### src/hw/rtl/tsrg_pkg.sv
`timescale 1ns / 1ps

package tsrg_pkg;

  localparam int unsigned AddrW = 5;
  localparam int unsigned DataW = 32;

  // register indexes
  localparam logic [2:0] REG_TARGET_SPEED   = 3'd0;
  localparam logic [2:0] REG_ACCEL_RATE     = 3'd1;
  localparam logic [2:0] REG_DECEL_RATE     = 3'd2;
  localparam logic [2:0] REG_TOTAL_STEPS    = 3'd3;
  localparam logic [2:0] REG_MOVE_DIRECTION = 3'd4;
  localparam logic [2:0] REG_PERIOD_BASE    = 3'd5;

  // register reset values
  localparam logic [15:0] RST_TARGET_SPEED = 16'd1000;
  localparam logic [15:0] RST_ACCEL_RATE   = 16'd100;
  localparam logic [15:0] RST_DECEL_RATE   = 16'd100;
  localparam logic [31:0] RST_TOTAL_STEPS  = 32'd100000;
  localparam logic        RST_MOVE_DIR     = 1'b0;
  localparam logic [31:0] RST_PERIOD_BASE  = 32'd1000000;

  // action codes
  localparam logic [1:0] ACT_START = 2'd0;
  localparam logic [1:0] ACT_STEP  = 2'd1;
  localparam logic [1:0] ACT_RAMP  = 2'd2;
  localparam logic [1:0] ACT_NONE  = 2'd3;

  // phase codes
  localparam logic [2:0] PH_IDLE  = 3'd0;
  localparam logic [2:0] PH_ACCEL = 3'd1;
  localparam logic [2:0] PH_RUN   = 3'd2;
  localparam logic [2:0] PH_DECEL = 3'd3;
  localparam logic [2:0] PH_DONE  = 3'd4;

  typedef enum logic [2:0] {
    SEL_UP   = 3'd0,
    SEL_DOWN = 3'd1,
    SEL_AINC = 3'd2,
    SEL_DINC = 3'd3,
    SEL_PER  = 3'd4
  } div_sel_e;

  typedef struct packed {
    logic [15:0] target_speed;
    logic [15:0] accel_rate;
    logic [15:0] decel_rate;
    logic [31:0] total_steps;
    logic        move_direction;
    logic [31:0] period_base;
  } cfg_t;

  typedef struct packed {
    logic     clr;
    logic     sq_ld;
    logic     div_go;
    div_sel_e go_sel;
    logic     res_ld;
    div_sel_e ld_sel;
    logic     commit;
    logic     reject;
    logic     step;
    logic     ramp;
    logic     stop;
  } cmd_t;

  typedef struct packed {
    logic div_done;
    logic moving;
    logic plan_ok;
  } stat_t;

  typedef struct packed {
    logic        step_level;
    logic        direction_out;
    logic [31:0] period_value;
    logic        period_write;
    logic [2:0]  phase;
    logic        move_rejected;
  } res_t;

endpackage

### src/hw/rtl/tsrg_div.sv
`timescale 1ns / 1ps

module tsrg_div (
  input  logic        clk_i,
  input  logic        rst_ni,
  input  logic        go_i,
  input  logic [31:0] dividend_i,
  input  logic [32:0] divisor_i,
  output logic        done_o,
  output logic [31:0] quo_o
);

  logic        busy_q, busy_d;
  logic        done_q, done_d;
  logic [4:0]  cnt_q, cnt_d;
  logic [32:0] rem_q, rem_d;
  logic [31:0] quo_q, quo_d;
  logic [32:0] dvs_q, dvs_d;
  logic [33:0] shifted;
  logic [33:0] diff;

  always_comb begin
    shifted = {rem_q, quo_q[31]};
    diff    = shifted - {1'b0, dvs_q};
    busy_d  = busy_q;
    done_d  = 1'b0;
    cnt_d   = cnt_q;
    rem_d   = rem_q;
    quo_d   = quo_q;
    dvs_d   = dvs_q;
    if (go_i) begin
      busy_d = 1'b1;
      cnt_d  = '0;
      rem_d  = '0;
      quo_d  = dividend_i;
      dvs_d  = divisor_i;
    end else if (busy_q) begin
      // one quotient bit per cycle
      if (!diff[33]) begin
        rem_d = diff[32:0];
      end else begin
        rem_d = shifted[32:0];
      end
      quo_d = {quo_q[30:0], ~diff[33]};
      cnt_d = cnt_q + 5'd1;
      if (cnt_q == 5'd31) begin
        busy_d = 1'b0;
        done_d = 1'b1;
      end
    end
  end

  always_ff @(posedge clk_i or negedge rst_ni) begin
    if (!rst_ni) begin
      busy_q <= 1'b0;
      done_q <= 1'b0;
      cnt_q  <= '0;
    end else begin
      busy_q <= busy_d;
      done_q <= done_d;
      cnt_q  <= cnt_d;
    end
  end

  always_ff @(posedge clk_i) begin
    rem_q <= rem_d;
    quo_q <= quo_d;
    dvs_q <= dvs_d;
  end

  assign done_o = done_q;
  assign quo_o  = quo_q;

endmodule

### src/hw/rtl/tsrg_dpath.sv
`timescale 1ns / 1ps

module tsrg_dpath (
  input  logic           clk_i,
  input  logic           rst_ni,
  input  tsrg_pkg::cfg_t cfg_i,
  input  tsrg_pkg::cmd_t cmd_i,
  output tsrg_pkg::stat_t stat_o,
  output tsrg_pkg::res_t res_o
);

  logic [2:0]  phase_q, phase_d;
  logic        pulse_q, pulse_d;
  logic        dir_q, dir_d;
  logic [31:0] accel_left_q, accel_left_d;
  logic [31:0] cruise_left_q, cruise_left_d;
  logic [31:0] decel_left_q, decel_left_d;
  logic [31:0] ainc_q, ainc_d;
  logic [31:0] dinc_q, dinc_d;
  logic [31:0] speed_q, speed_d;
  logic [31:0] cper_q, cper_d;
  logic [31:0] wper_q, wper_d;
  logic        wrote_q, wrote_d;
  logic        rej_q, rej_d;
  logic [31:0] sq_q;
  logic [31:0] up_q, up_d;
  logic [31:0] down_q, down_d;

  logic [31:0] div_dividend;
  logic [32:0] div_divisor;
  logic        div_done;
  logic [31:0] div_quo;
  logic [32:0] ramp_sum;
  logic [32:0] speed_sum;
  logic        moving;

  tsrg_div u_div (
    .clk_i      (clk_i),
    .rst_ni     (rst_ni),
    .go_i       (cmd_i.div_go),
    .dividend_i (div_dividend),
    .divisor_i  (div_divisor),
    .done_o     (div_done),
    .quo_o      (div_quo)
  );

  always_comb begin
    unique case (cmd_i.go_sel)
      tsrg_pkg::SEL_UP: begin
        div_dividend = sq_q;
        div_divisor  = {17'd0, cfg_i.accel_rate};
      end
      tsrg_pkg::SEL_DOWN: begin
        div_dividend = sq_q;
        div_divisor  = {17'd0, cfg_i.decel_rate};
      end
      tsrg_pkg::SEL_AINC: begin
        div_dividend = {16'd0, cfg_i.target_speed};
        div_divisor  = {1'b0, up_q};
      end
      tsrg_pkg::SEL_DINC: begin
        div_dividend = {16'd0, cfg_i.target_speed};
        div_divisor  = {1'b0, down_q};
      end
      tsrg_pkg::SEL_PER: begin
        div_dividend = cfg_i.period_base;
        div_divisor  = {1'b0, speed_q} + 33'd1;
      end
      default: begin
        div_dividend = cfg_i.period_base;
        div_divisor  = {1'b0, speed_q} + 33'd1;
      end
    endcase
  end

  assign moving = (phase_q == tsrg_pkg::PH_ACCEL) || (phase_q == tsrg_pkg::PH_RUN) ||
                  (phase_q == tsrg_pkg::PH_DECEL);
  assign ramp_sum  = {1'b0, up_q} + {1'b0, down_q};
  assign speed_sum = {1'b0, speed_q} + {1'b0, ainc_q};

  assign stat_o.div_done = div_done;
  assign stat_o.moving   = moving;
  assign stat_o.plan_ok  = (up_q != '0) && (down_q != '0) &&
                           (ramp_sum < {1'b0, cfg_i.total_steps});

  always_comb begin
    phase_d       = phase_q;
    pulse_d       = pulse_q;
    dir_d         = dir_q;
    accel_left_d  = accel_left_q;
    cruise_left_d = cruise_left_q;
    decel_left_d  = decel_left_q;
    ainc_d        = ainc_q;
    dinc_d        = dinc_q;
    speed_d       = speed_q;
    cper_d        = cper_q;
    wper_d        = wper_q;
    wrote_d       = wrote_q;
    rej_d         = rej_q;
    up_d          = up_q;
    down_d        = down_q;

    if (cmd_i.clr) begin
      wrote_d = 1'b0;
      rej_d   = 1'b0;
    end

    if (cmd_i.res_ld) begin
      unique case (cmd_i.ld_sel)
        tsrg_pkg::SEL_UP:   up_d   = (cfg_i.accel_rate == '0) ? '0 : {1'b0, div_quo[31:1]};
        tsrg_pkg::SEL_DOWN: down_d = (cfg_i.decel_rate == '0) ? '0 : {1'b0, div_quo[31:1]};
        tsrg_pkg::SEL_AINC: ainc_d = div_quo;
        tsrg_pkg::SEL_DINC: dinc_d = div_quo;
        tsrg_pkg::SEL_PER:  cper_d = div_quo;
        default:            cper_d = div_quo;
      endcase
    end

    if (cmd_i.commit) begin
      accel_left_d  = up_q;
      decel_left_d  = down_q;
      cruise_left_d = cfg_i.total_steps - up_q - down_q;
      speed_d       = '0;
      dir_d         = cfg_i.move_direction;
      phase_d       = tsrg_pkg::PH_ACCEL;
    end

    if (cmd_i.reject) begin
      rej_d = 1'b1;
    end

    if (cmd_i.step && moving) begin
      pulse_d = ~pulse_q;
      if (!pulse_q) begin
        if (phase_q == tsrg_pkg::PH_RUN) begin
          cruise_left_d = cruise_left_q - 32'd1;
          if (cruise_left_q == 32'd1) begin
            phase_d = tsrg_pkg::PH_DECEL;
          end
        end else begin
          if (phase_q == tsrg_pkg::PH_ACCEL) begin
            accel_left_d = accel_left_q - 32'd1;
            if (accel_left_q == 32'd1) begin
              phase_d = tsrg_pkg::PH_RUN;
            end
          end else begin
            decel_left_d = decel_left_q - 32'd1;
            if (decel_left_q == 32'd1) begin
              phase_d = tsrg_pkg::PH_DONE;
            end
          end
          if (cper_q != wper_q) begin
            wper_d  = cper_q;
            wrote_d = 1'b1;
          end
        end
      end
    end

    if (cmd_i.ramp) begin
      if (phase_q == tsrg_pkg::PH_ACCEL) begin
        speed_d = speed_sum[32] ? '1 : speed_sum[31:0];
      end else if (phase_q == tsrg_pkg::PH_DECEL) begin
        speed_d = (speed_q > dinc_q) ? (speed_q - dinc_q) : '0;
      end
      if (cmd_i.stop && (phase_q != tsrg_pkg::PH_IDLE)) begin
        phase_d = tsrg_pkg::PH_DONE;
      end
    end
  end

  always_ff @(posedge clk_i or negedge rst_ni) begin
    if (!rst_ni) begin
      phase_q       <= tsrg_pkg::PH_IDLE;
      pulse_q       <= 1'b0;
      dir_q         <= 1'b0;
      accel_left_q  <= '0;
      cruise_left_q <= '0;
      decel_left_q  <= '0;
      ainc_q        <= '0;
      dinc_q        <= '0;
      speed_q       <= '0;
      cper_q        <= '0;
      wper_q        <= '0;
      wrote_q       <= 1'b0;
      rej_q         <= 1'b0;
    end else begin
      phase_q       <= phase_d;
      pulse_q       <= pulse_d;
      dir_q         <= dir_d;
      accel_left_q  <= accel_left_d;
      cruise_left_q <= cruise_left_d;
      decel_left_q  <= decel_left_d;
      ainc_q        <= ainc_d;
      dinc_q        <= dinc_d;
      speed_q       <= speed_d;
      cper_q        <= cper_d;
      wper_q        <= wper_d;
      wrote_q       <= wrote_d;
      rej_q         <= rej_d;
    end
  end

  always_ff @(posedge clk_i) begin
    if (cmd_i.sq_ld) begin
      sq_q <= {16'd0, cfg_i.target_speed} * {16'd0, cfg_i.target_speed};
    end
    up_q   <= up_d;
    down_q <= down_d;
  end

  assign res_o.step_level    = pulse_q;
  assign res_o.direction_out = dir_q;
  assign res_o.period_value  = wper_q;
  assign res_o.period_write  = wrote_q;
  assign res_o.phase         = phase_q;
  assign res_o.move_rejected = rej_q;

endmodule

### src/hw/rtl/tsrg_ctrl.sv
`timescale 1ns / 1ps

module tsrg_ctrl (
  input  logic            clk_i,
  input  logic            rst_ni,
  input  logic            in_valid_i,
  input  logic [1:0]      action_i,
  input  logic            stop_hit_i,
  input  logic            out_free_i,
  input  tsrg_pkg::stat_t stat_i,
  output tsrg_pkg::cmd_t  cmd_o,
  output logic            in_stall_o,
  output logic            out_ld_o
);

  typedef enum logic [9:0] {
    ST_IDLE     = 10'b00_0000_0001,
    ST_SQUARE   = 10'b00_0000_0010,
    ST_DIV_UP   = 10'b00_0000_0100,
    ST_DIV_DOWN = 10'b00_0000_1000,
    ST_CHECK    = 10'b00_0001_0000,
    ST_DIV_AINC = 10'b00_0010_0000,
    ST_DIV_DINC = 10'b00_0100_0000,
    ST_RAMP_GO  = 10'b00_1000_0000,
    ST_DIV_PER  = 10'b01_0000_0000,
    ST_EMIT     = 10'b10_0000_0000
  } state_e;

  state_e state_q, state_d;

  always_comb begin
    state_d      = state_q;
    cmd_o        = '0;
    cmd_o.go_sel = tsrg_pkg::SEL_PER;
    cmd_o.ld_sel = tsrg_pkg::SEL_PER;
    cmd_o.stop   = stop_hit_i;
    out_ld_o     = 1'b0;
    unique case (state_q)
      ST_IDLE: begin
        if (in_valid_i) begin
          cmd_o.clr = 1'b1;
          unique case (action_i)
            tsrg_pkg::ACT_START: begin
              if (stat_i.moving) begin
                state_d = ST_EMIT;
              end else begin
                cmd_o.sq_ld = 1'b1;
                state_d     = ST_SQUARE;
              end
            end
            tsrg_pkg::ACT_STEP: begin
              cmd_o.step = 1'b1;
              state_d    = ST_EMIT;
            end
            tsrg_pkg::ACT_RAMP: begin
              cmd_o.ramp = 1'b1;
              state_d    = ST_RAMP_GO;
            end
            tsrg_pkg::ACT_NONE: state_d = ST_EMIT;
            default:            state_d = ST_EMIT;
          endcase
        end
      end
      ST_SQUARE: begin
        cmd_o.div_go = 1'b1;
        cmd_o.go_sel = tsrg_pkg::SEL_UP;
        state_d      = ST_DIV_UP;
      end
      ST_DIV_UP: begin
        if (stat_i.div_done) begin
          cmd_o.res_ld = 1'b1;
          cmd_o.ld_sel = tsrg_pkg::SEL_UP;
          cmd_o.div_go = 1'b1;
          cmd_o.go_sel = tsrg_pkg::SEL_DOWN;
          state_d      = ST_DIV_DOWN;
        end
      end
      ST_DIV_DOWN: begin
        if (stat_i.div_done) begin
          cmd_o.res_ld = 1'b1;
          cmd_o.ld_sel = tsrg_pkg::SEL_DOWN;
          state_d      = ST_CHECK;
        end
      end
      ST_CHECK: begin
        if (stat_i.plan_ok) begin
          cmd_o.div_go = 1'b1;
          cmd_o.go_sel = tsrg_pkg::SEL_AINC;
          state_d      = ST_DIV_AINC;
        end else begin
          cmd_o.reject = 1'b1;
          state_d      = ST_EMIT;
        end
      end
      ST_DIV_AINC: begin
        if (stat_i.div_done) begin
          cmd_o.res_ld = 1'b1;
          cmd_o.ld_sel = tsrg_pkg::SEL_AINC;
          cmd_o.div_go = 1'b1;
          cmd_o.go_sel = tsrg_pkg::SEL_DINC;
          state_d      = ST_DIV_DINC;
        end
      end
      ST_DIV_DINC: begin
        if (stat_i.div_done) begin
          cmd_o.res_ld = 1'b1;
          cmd_o.ld_sel = tsrg_pkg::SEL_DINC;
          cmd_o.commit = 1'b1;
          state_d      = ST_EMIT;
        end
      end
      ST_RAMP_GO: begin
        cmd_o.div_go = 1'b1;
        cmd_o.go_sel = tsrg_pkg::SEL_PER;
        state_d      = ST_DIV_PER;
      end
      ST_DIV_PER: begin
        if (stat_i.div_done) begin
          cmd_o.res_ld = 1'b1;
          cmd_o.ld_sel = tsrg_pkg::SEL_PER;
          state_d      = ST_EMIT;
        end
      end
      ST_EMIT: begin
        if (out_free_i) begin
          out_ld_o = 1'b1;
          state_d  = ST_IDLE;
        end
      end
      default: state_d = ST_IDLE;
    endcase
  end

  always_ff @(posedge clk_i or negedge rst_ni) begin
    if (!rst_ni) begin
      state_q <= ST_IDLE;
    end else begin
      state_q <= state_d;
    end
  end

  assign in_stall_o = (state_q != ST_IDLE);

endmodule

### src/hw/rtl/trapezoidal_step_ramp_generator_core.sv
`timescale 1ns / 1ps

// channel  handshake                    payload
// in       in_valid_i / in_stall_o      action_i, stop_hit_i
// out      out_valid_o / out_stall_i    step_level_o, direction_out_o, period_value_o,
//                                       period_write_o, phase_o, move_rejected_o
// cfg      psel, penable, pwrite, pready  paddr, pwdata, prdata
//
// step tick, idle action, start while moving: result goes via the emit state into the output register
// ramp tick: one 32-step pass of the shared radix-2 divider
// start: square then four divider passes (ramps, increments)
// rejected start: only the two ramp passes
// one beat in flight at a time; a held output beat stalls only the next result
// reset clears the move state (but not the square and ramp lengths) and loads the register defaults

module trapezoidal_step_ramp_generator_core (
  input  logic                        clk_i,
  input  logic                        rst_ni,
  input  logic                        in_valid_i,
  output logic                        in_stall_o,
  input  logic [1:0]                  action_i,
  input  logic                        stop_hit_i,
  output logic                        out_valid_o,
  input  logic                        out_stall_i,
  output logic                        step_level_o,
  output logic                        direction_out_o,
  output logic [31:0]                 period_value_o,
  output logic                        period_write_o,
  output logic [2:0]                  phase_o,
  output logic                        move_rejected_o,
  input  logic                        psel,
  input  logic                        penable,
  input  logic                        pwrite,
  input  logic [tsrg_pkg::AddrW-1:0]  paddr,
  input  logic [tsrg_pkg::DataW-1:0]  pwdata,
  output logic [tsrg_pkg::DataW-1:0]  prdata,
  output logic                        pready
);

  tsrg_pkg::cfg_t  cfg_q;
  tsrg_pkg::cmd_t  cmd;
  tsrg_pkg::stat_t stat;
  tsrg_pkg::res_t  res;
  tsrg_pkg::res_t  out_q;
  logic            out_valid_q;
  logic            out_ld;
  logic            out_free;
  logic            cfg_wr;
  logic [2:0]      reg_idx;

  assign pready  = 1'b1;
  assign cfg_wr  = psel && penable && pwrite;
  assign reg_idx = paddr[tsrg_pkg::AddrW-1:2];

  always_ff @(posedge clk_i or negedge rst_ni) begin
    if (!rst_ni) begin
      cfg_q.target_speed   <= tsrg_pkg::RST_TARGET_SPEED;
      cfg_q.accel_rate     <= tsrg_pkg::RST_ACCEL_RATE;
      cfg_q.decel_rate     <= tsrg_pkg::RST_DECEL_RATE;
      cfg_q.total_steps    <= tsrg_pkg::RST_TOTAL_STEPS;
      cfg_q.move_direction <= tsrg_pkg::RST_MOVE_DIR;
      cfg_q.period_base    <= tsrg_pkg::RST_PERIOD_BASE;
    end else if (cfg_wr) begin
      unique case (reg_idx)
        tsrg_pkg::REG_TARGET_SPEED:   cfg_q.target_speed   <= pwdata[15:0];
        tsrg_pkg::REG_ACCEL_RATE:     cfg_q.accel_rate     <= pwdata[15:0];
        tsrg_pkg::REG_DECEL_RATE:     cfg_q.decel_rate     <= pwdata[15:0];
        tsrg_pkg::REG_TOTAL_STEPS:    cfg_q.total_steps    <= pwdata;
        tsrg_pkg::REG_MOVE_DIRECTION: cfg_q.move_direction <= pwdata[0];
        tsrg_pkg::REG_PERIOD_BASE:    cfg_q.period_base    <= pwdata;
        default: ;
      endcase
    end
  end

  always_comb begin
    unique case (reg_idx)
      tsrg_pkg::REG_TARGET_SPEED:   prdata = {16'd0, cfg_q.target_speed};
      tsrg_pkg::REG_ACCEL_RATE:     prdata = {16'd0, cfg_q.accel_rate};
      tsrg_pkg::REG_DECEL_RATE:     prdata = {16'd0, cfg_q.decel_rate};
      tsrg_pkg::REG_TOTAL_STEPS:    prdata = cfg_q.total_steps;
      tsrg_pkg::REG_MOVE_DIRECTION: prdata = {31'd0, cfg_q.move_direction};
      tsrg_pkg::REG_PERIOD_BASE:    prdata = cfg_q.period_base;
      default:                      prdata = '0;
    endcase
  end

  tsrg_ctrl u_ctrl (
    .clk_i      (clk_i),
    .rst_ni     (rst_ni),
    .in_valid_i (in_valid_i),
    .action_i   (action_i),
    .stop_hit_i (stop_hit_i),
    .out_free_i (out_free),
    .stat_i     (stat),
    .cmd_o      (cmd),
    .in_stall_o (in_stall_o),
    .out_ld_o   (out_ld)
  );

  tsrg_dpath u_dpath (
    .clk_i  (clk_i),
    .rst_ni (rst_ni),
    .cfg_i  (cfg_q),
    .cmd_i  (cmd),
    .stat_o (stat),
    .res_o  (res)
  );

  // output register
  assign out_free = !out_valid_q || !out_stall_i;

  always_ff @(posedge clk_i or negedge rst_ni) begin
    if (!rst_ni) begin
      out_valid_q <= 1'b0;
    end else if (out_free) begin
      out_valid_q <= out_ld;
    end
  end

  always_ff @(posedge clk_i) begin
    if (out_ld) begin
      out_q <= res;
    end
  end

  assign out_valid_o     = out_valid_q;
  assign step_level_o    = out_q.step_level;
  assign direction_out_o = out_q.direction_out;
  assign period_value_o  = out_q.period_value;
  assign period_write_o  = out_q.period_write;
  assign phase_o         = out_q.phase;
  assign move_rejected_o = out_q.move_rejected;

endmodule
### config.mk
export PLATFORM = sky130hd
export DESIGN_NAME = trapezoidal_step_ramp_generator_core
export DESIGN_NICKNAME = d
export VERILOG_FILES = /design/src/hw/rtl/tsrg_pkg.sv /design/src/hw/rtl/tsrg_div.sv /design/src/hw/rtl/tsrg_dpath.sv /design/src/hw/rtl/tsrg_ctrl.sv /design/src/hw/rtl/trapezoidal_step_ramp_generator_core.sv
export SDC_FILE = /design/constraint.sdc
export NUM_CORES = 2
export LEC_CHECK = 0
export BUFFER_PORTS_ARGS = -buffer_cell sky130_fd_sc_hd__buf_4
export CAP_MARGIN = 25
export CORE_ASPECT_RATIO = 1.75
export CORE_MARGIN = 5
export CORE_UTILIZATION = 35
export DETAILED_ROUTE_END_ITERATION = 10
export HOLD_SLACK_MARGIN = 0.05
export SLEW_MARGIN = 20
export SYNTH_ARGS = -nofsm -noshare
export SYNTH_HDL_FRONTEND = slang
export SYNTH_SLANG_ARGS = --single-unit
### constraint.sdc
create_clock -name clk_i -period 8.75 [get_ports clk_i]
set_input_delay 0.875 -clock clk_i [delete_from_list [all_inputs] [get_ports clk_i]]
set_output_delay 0.875 -clock clk_i [all_outputs]
set_load 0.01 [all_outputs]
# Word level (Yosys, flattened, before mapping)

Cells that the tools add are included.
W data, S select, Z words.

Register bits after elaboration: 627
Output and inout bits: 74

Add/subtract/negate cells: 11
Multiply operators: 1
$lt $le $gt $ge: 2
Equal/unequal tests: 39
Multiplexer cells: 82
Bitwise logic cells: 4
Reductions and logical operators: 40

Operators by type and width:

| kind                    | number |
|---|---|
| $mux W32                | 22 |
| $pmux W32 S6            | 1 |
| $pmux W33 S4            | 1 |
| $eq A32 B1 Y1 const B   | 3 |
| $sub A32 B1 Y32 const B | 3 |
| $sub A32 B32 Y32        | 3 |
| $pmux W10 S9            | 1 |
| $mux W10                | 8 |
| $add A32 B32 Y33        | 2 |
| $pmux W32 S2            | 1 |
| $reduce_bool A32 Y1     | 2 |
| $pmux W4 S5             | 2 |
| $sub A34 B33 Y34        | 1 |
| $add A32 B1 Y33 const B | 1 |
| $lt A33 B32 Y1          | 1 |
| $mux W33                | 1 |
| $gt A32 B32 Y1          | 1 |
| $logic_not A16 Y1       | 2 |
| $mul A16 B16 Y32        | 1 |
| $ne A32 B32 Y1          | 1 |
| $mux W3                 | 10 |
| $pmux W10 S3            | 1 |
| $eq A3 B2 Y1 const B    | 8 |
| $mux W1                 | 22 |
| other kinds (36)        | 80 |

# Logic depth before layout (Yosys ltp)

Depth after elaboration: 12
Gate-level depth with buffers: 27

# Cells and area by module

A second synthesis with hierarchy kept.

Cells, all modules: 4,753
Area, all modules: 46,756.1 um^2

Modules (own cells, without submodules):

| module                               | times used | cells each | area an instance (um^2) | sequential area each (um^2) |
|---|---|---|---|---|
| tsrg_dpath                           | 1          | 3,644      | 33,404.5                | 9,374.0 |
| trapezoidal_step_ramp_generator_core | 1          | 428        | 6,402.4                 | 4,055.1 |
| tsrg_div                             | 1          | 583        | 6,132.1                 | 2,787.7 |
| tsrg_ctrl                            | 1          | 98         | 817.0                   | 251.5 |

# Worst setup path after synthesis

No wires, ideal clock.

Path kind: register to register
Start point: register cfg_q[106] in the netlist's numbering
End point: register u_dpath.sq_q[30], data pin
Setup time: 0.258 ns
Arrival: 6.274 ns
Required time: 8.492 ns
Path slack: 2.218 ns
Cell stages (with the launch flop): 25
Clock period less this slack: 6.532 ns
Path through: dfstp_2 > clkbuf_1 > clkbuf_1 > and2_1 > fa_1 > fa_1 > inv_1 > fa_1 > inv_1 > fa_1 > fa_1 > inv_1 > fa_1 > inv_1 > ha_1 > and2_1 > a22o_1 > a311oi_1 > nor4b_1 > a211o_1 > nand4_1 > nand3_1 > a31o_2 > a21oi_1 > xnor2_1

Cells in the longest elaborated chain, start to end: 1

Ends and longest elaborated chain:

| item                 | line                                       | RTL |
|---|---|---|
| start, declared      | trapezoidal_step_ramp_generator_core.sv:40 | `tsrg_pkg::cfg_t cfg_q;` |
| $mul A16 B16 Y32     | tsrg_dpath.sv:206                          | `sq_q <= {16'd0, cfg_i.target_speed} * {16'd0, cfg_i.target_speed};` |
| end signal, assigned | tsrg_dpath.sv:206                          |  |
| end, declared        | tsrg_dpath.sv:25                           | `logic [31:0] sq_q;` |

Every way passes these cells.
A chain may end at the register's enable or synchronous reset.

# Final worst setup path

Start point: register cfg_q[100] in the netlist's numbering
End point: register u_dpath.sq_q[30], data pin

The elaborated chain is that of the path after synthesis.

==> results_dict.tcl <==
set metrics [dict create \
    outcome "finished clean" \
    finalSetupViolCount 0 \
    drtPass1Iterations 10 \
    critPathKind "register to register" \
    track_usage_pct 21.7 \
    power_density_nw_per_um2 443 \
    core.rowCount 175 \
    finalSetupTns_ns 0 \
    wirelength_um 154000 \
    grt-ovfl-total 0 \
    seq_area_frac_synth_pct 36.1 \
    vias 37079 \
    grt_pass1_vias 38070 \
    drtIter0Drc 2990 \
    yosysMostFrequentCell "nand2_1" \
    gp_congestion 0.987 \
    pin_count 121 \
    worstMarginPinSlew_ns 1.23 \
    synth-edff-count 197 \
    critPathLaunchType "register" \
    h-tree-depth 2 \
    postLayoutCoreUtil_pct 38.8 \
    syn_nets 5438 \
    cts_resized 0 \
    cts_sinks 624 \
    finalClockSkew_ns 0.0426 \
    grt_pass1_wl_um 232000 \
    pre_cts_ws_ns 1.23 \
    top_usage_layer "met2" \
    clk_latency_ns 0.70 \
    cts_buffers 59 \
    critPathLaunch "cfg_q[100]$_DFFE_PN1P_" \
    synthesis.area_um2 45600 \
    cts_hold_buf 0 \
    dpl-instance-area_um2 48500 \
    layout.cells.non_filler 6643 \
    r2r_end "u_dpath.sq_q[30]$_DFFE_PP_" \
    critPathArrivalTime_ns 7.91 \
    die-area_um2 138000 \
    final_area_um2 50400 \
    layout_setup_ws_ns 1.29 \
    synth_area_leaders "dfrtp_1 20%, edfxtp_1 13%, ha_1 9.1%, fa_1 8.7%, nand2_1 4.1%" \
    slew_headroom_pct 18.0 \
    core_area_um2 130000 \
    yosysTopAreaCell "dfrtp_1" \
    fin_crit_sh_pct 85.3 \
    yosys.cell_types.count 86 \
    synth-async-reset-ratio_pct 63.1 \
    place_inst 6528 \
    power.static_leakage_nw 22.6 \
    cts_tree "done" \
    dp_hpwl_um 120000 \
    antenna_found_initial 2 \
    finalMaxSlewViolations 0 \
    cts-root-buf "clkbuf_16" \
    grt_max_degree 134 \
    met1_usage_pct 23.0 \
    die_w_um 283 \
    min_path_type "input pin to async pin" \
    fin_crit_ns 7.46 \
    fin_hold_ws_ns 0.117 \
    start_util_pct 35.1 \
    drive_gt1_share_pct 10.2 \
    ys_seq_elements 624 \
    clockBufferDepth 3 \
    avgViaCountPerCell 5.58 \
    area_growth_pct 10.4 \
    crit_fanout 14 \
    fmax_ghz 0.134 \
    yosysTopAreaCellShare_pct 20.2 \
    cts_setup_buffers 0 \
    r2r-start "cfg_q[100]$_DFFE_PN1P_" \
    reg2reg_slack_ns 1.29 \
    drc 0 \
    ant_nets 0 \
    layout.nets 5489 \
    met2_usage_pct 39.5 \
    syn_inst 4859 \
    synth_flop_cell "dfrtp_1" \
    fp.dieH_um 488 \
    port_buffers 117 \
    met3_usage_pct 2.02 \
    yosysWarnings 0 \
    power_mw 22.3 \
    post_drt_wl_per_cell_um 23.2 \
    vdd_drop_max_mv 0.824 \
    syn_avg_cell_area_um2 9.39 \
    clk_pin_slew_ns 0.07 \
    rsz0062_at_grt "false" \
    ys_top_cells_by_count "495 x nand2_1, 487 x inv_1, 368 x dfrtp_1" \
    crit_path_end_kind "register" \
    r2r_cells 23 \
    maxCapViolCount 0 \
    cp.required_ns 9.19 \
    finalHoldViolCount 0 \
]
worst max-delay path by stage:
stage / to / slack [ns] / depth (start not counted)
2_1_floorplan: u_dpath.sq_q[30]$_DFFE_PP_ / 2.22 / 24
3_3_place_gp: u_dpath.sq_q[30]$_DFFE_PP_ / 1.22 / 23
3_5_place_dp: u_dpath.sq_q[30]$_DFFE_PP_ / 1.23 / 23
4_1_cts: u_dpath.sq_q[30]$_DFFE_PP_ / 1.23 / 23
5_1_grt: u_dpath.sq_q[30]$_DFFE_PP_ / 0.99 / 23
6_report: u_dpath.sq_q[30]$_DFFE_PP_ / 1.29 / 23
metal layers:
layer | vias to the layer above | wire, µm
met5 | - | 0
met4 | 0 | 15100
met3 | 420 | 6330
met2 | 1165 | 77700
met1 | 18344 | 55100
li1 | 17150 | -
power breakdown:
group	total, mW	internal [mW]	switching [mW]
combinational	14.7	6.21	8.47
clock	2.60	1.34	1.26
sequential	5.02	4.24	0.785
total	22.3	11.8	10.5
critical path, stage by stage, from the launching register on:
cell and delay (ns):
dfstp_2 0.81, inv_1 0.27, nor2_1 0.31, fa_1 0.50, fa_1 0.55, inv_1 0.05
fa_1 0.49, inv_1 0.05, fa_1 0.49, fa_1 0.49, inv_1 0.05, fa_1 0.47
inv_1 0.04, ha_1 0.35, and2_1 0.20, a22o_1 0.21, a311oi_1 0.58, nor4b_1 0.16
a211o_1 0.40, nand4_1 0.15, nand3_1 0.11, a31o_2 0.25, a21oi_1 0.17, xnor2_1 0.08
final cells by class:
cell class              count  area, µm²
fillers                 12988      79500
multi-input cells        3550      26600
flip-flops and latches    624      16500
well taps                1681       2100
inverters                 491       1840
clock buffers              80       1620
repair buffers            184       1430
clock inverters            31        268
diodes                      2       5.00
state kept, by name (all words and copies together) (netlist names), 3 cells and up:
name                   flops
cfg_q                    113
u_dpath.u_div.dvs_q       33
u_dpath.u_div.rem_q       33
period_value_o            32
u_dpath.accel_left_q      32
u_dpath.ainc_q            32
u_dpath.cper_q            32
u_dpath.cruise_left_q     32
u_dpath.decel_left_q      32
u_dpath.dinc_q            32
u_dpath.speed_q           32
u_dpath.u_div.quo_o       32
u_dpath.wper_q            32
u_dpath.down_q            31
u_dpath.sq_q              31
u_dpath.up_q              31
u_ctrl.state_q            10
u_dpath.u_div.cnt_q        5
phase_o                    3
u_dpath.phase_q            3
layout by cell type (no fill, tap or decap), types with 51 or more instances in the layout:
cell and count:
nand2_1 495, inv_1 487, dfrtp_1 367, nor2_1 333, ha_1 333, a21oi_1 324, o21ai_0 307, fa_1 199
edfxtp_1 197, buf_4 179, mux2_2 146, and2_1 128, xor2_1 117, xnor2_1 114, nand3_1 94, a21o_1 82
nor3_1 82, clkbuf_16 59, nor4_1 51
cell families (layout without fill, tap and decap cells):
logic type                 after synthesis  count (layout)  share of synthesized area, %
and+or+nand+nor                       1432            1432                          14.9
AOI/OAI and AO/OA                     1189            1189                          16.8
buffers and inverters                  685             786                          5.72
DFF                                    624             624                          36.1
adders and majority gates              532             532                          17.9
xor gates and xnor gates               233             233                          4.47
muxes                                  163             163                          4.17
other                                    1               3                       0.00822
Note: power is estimated with default switching activity, not from simulation.
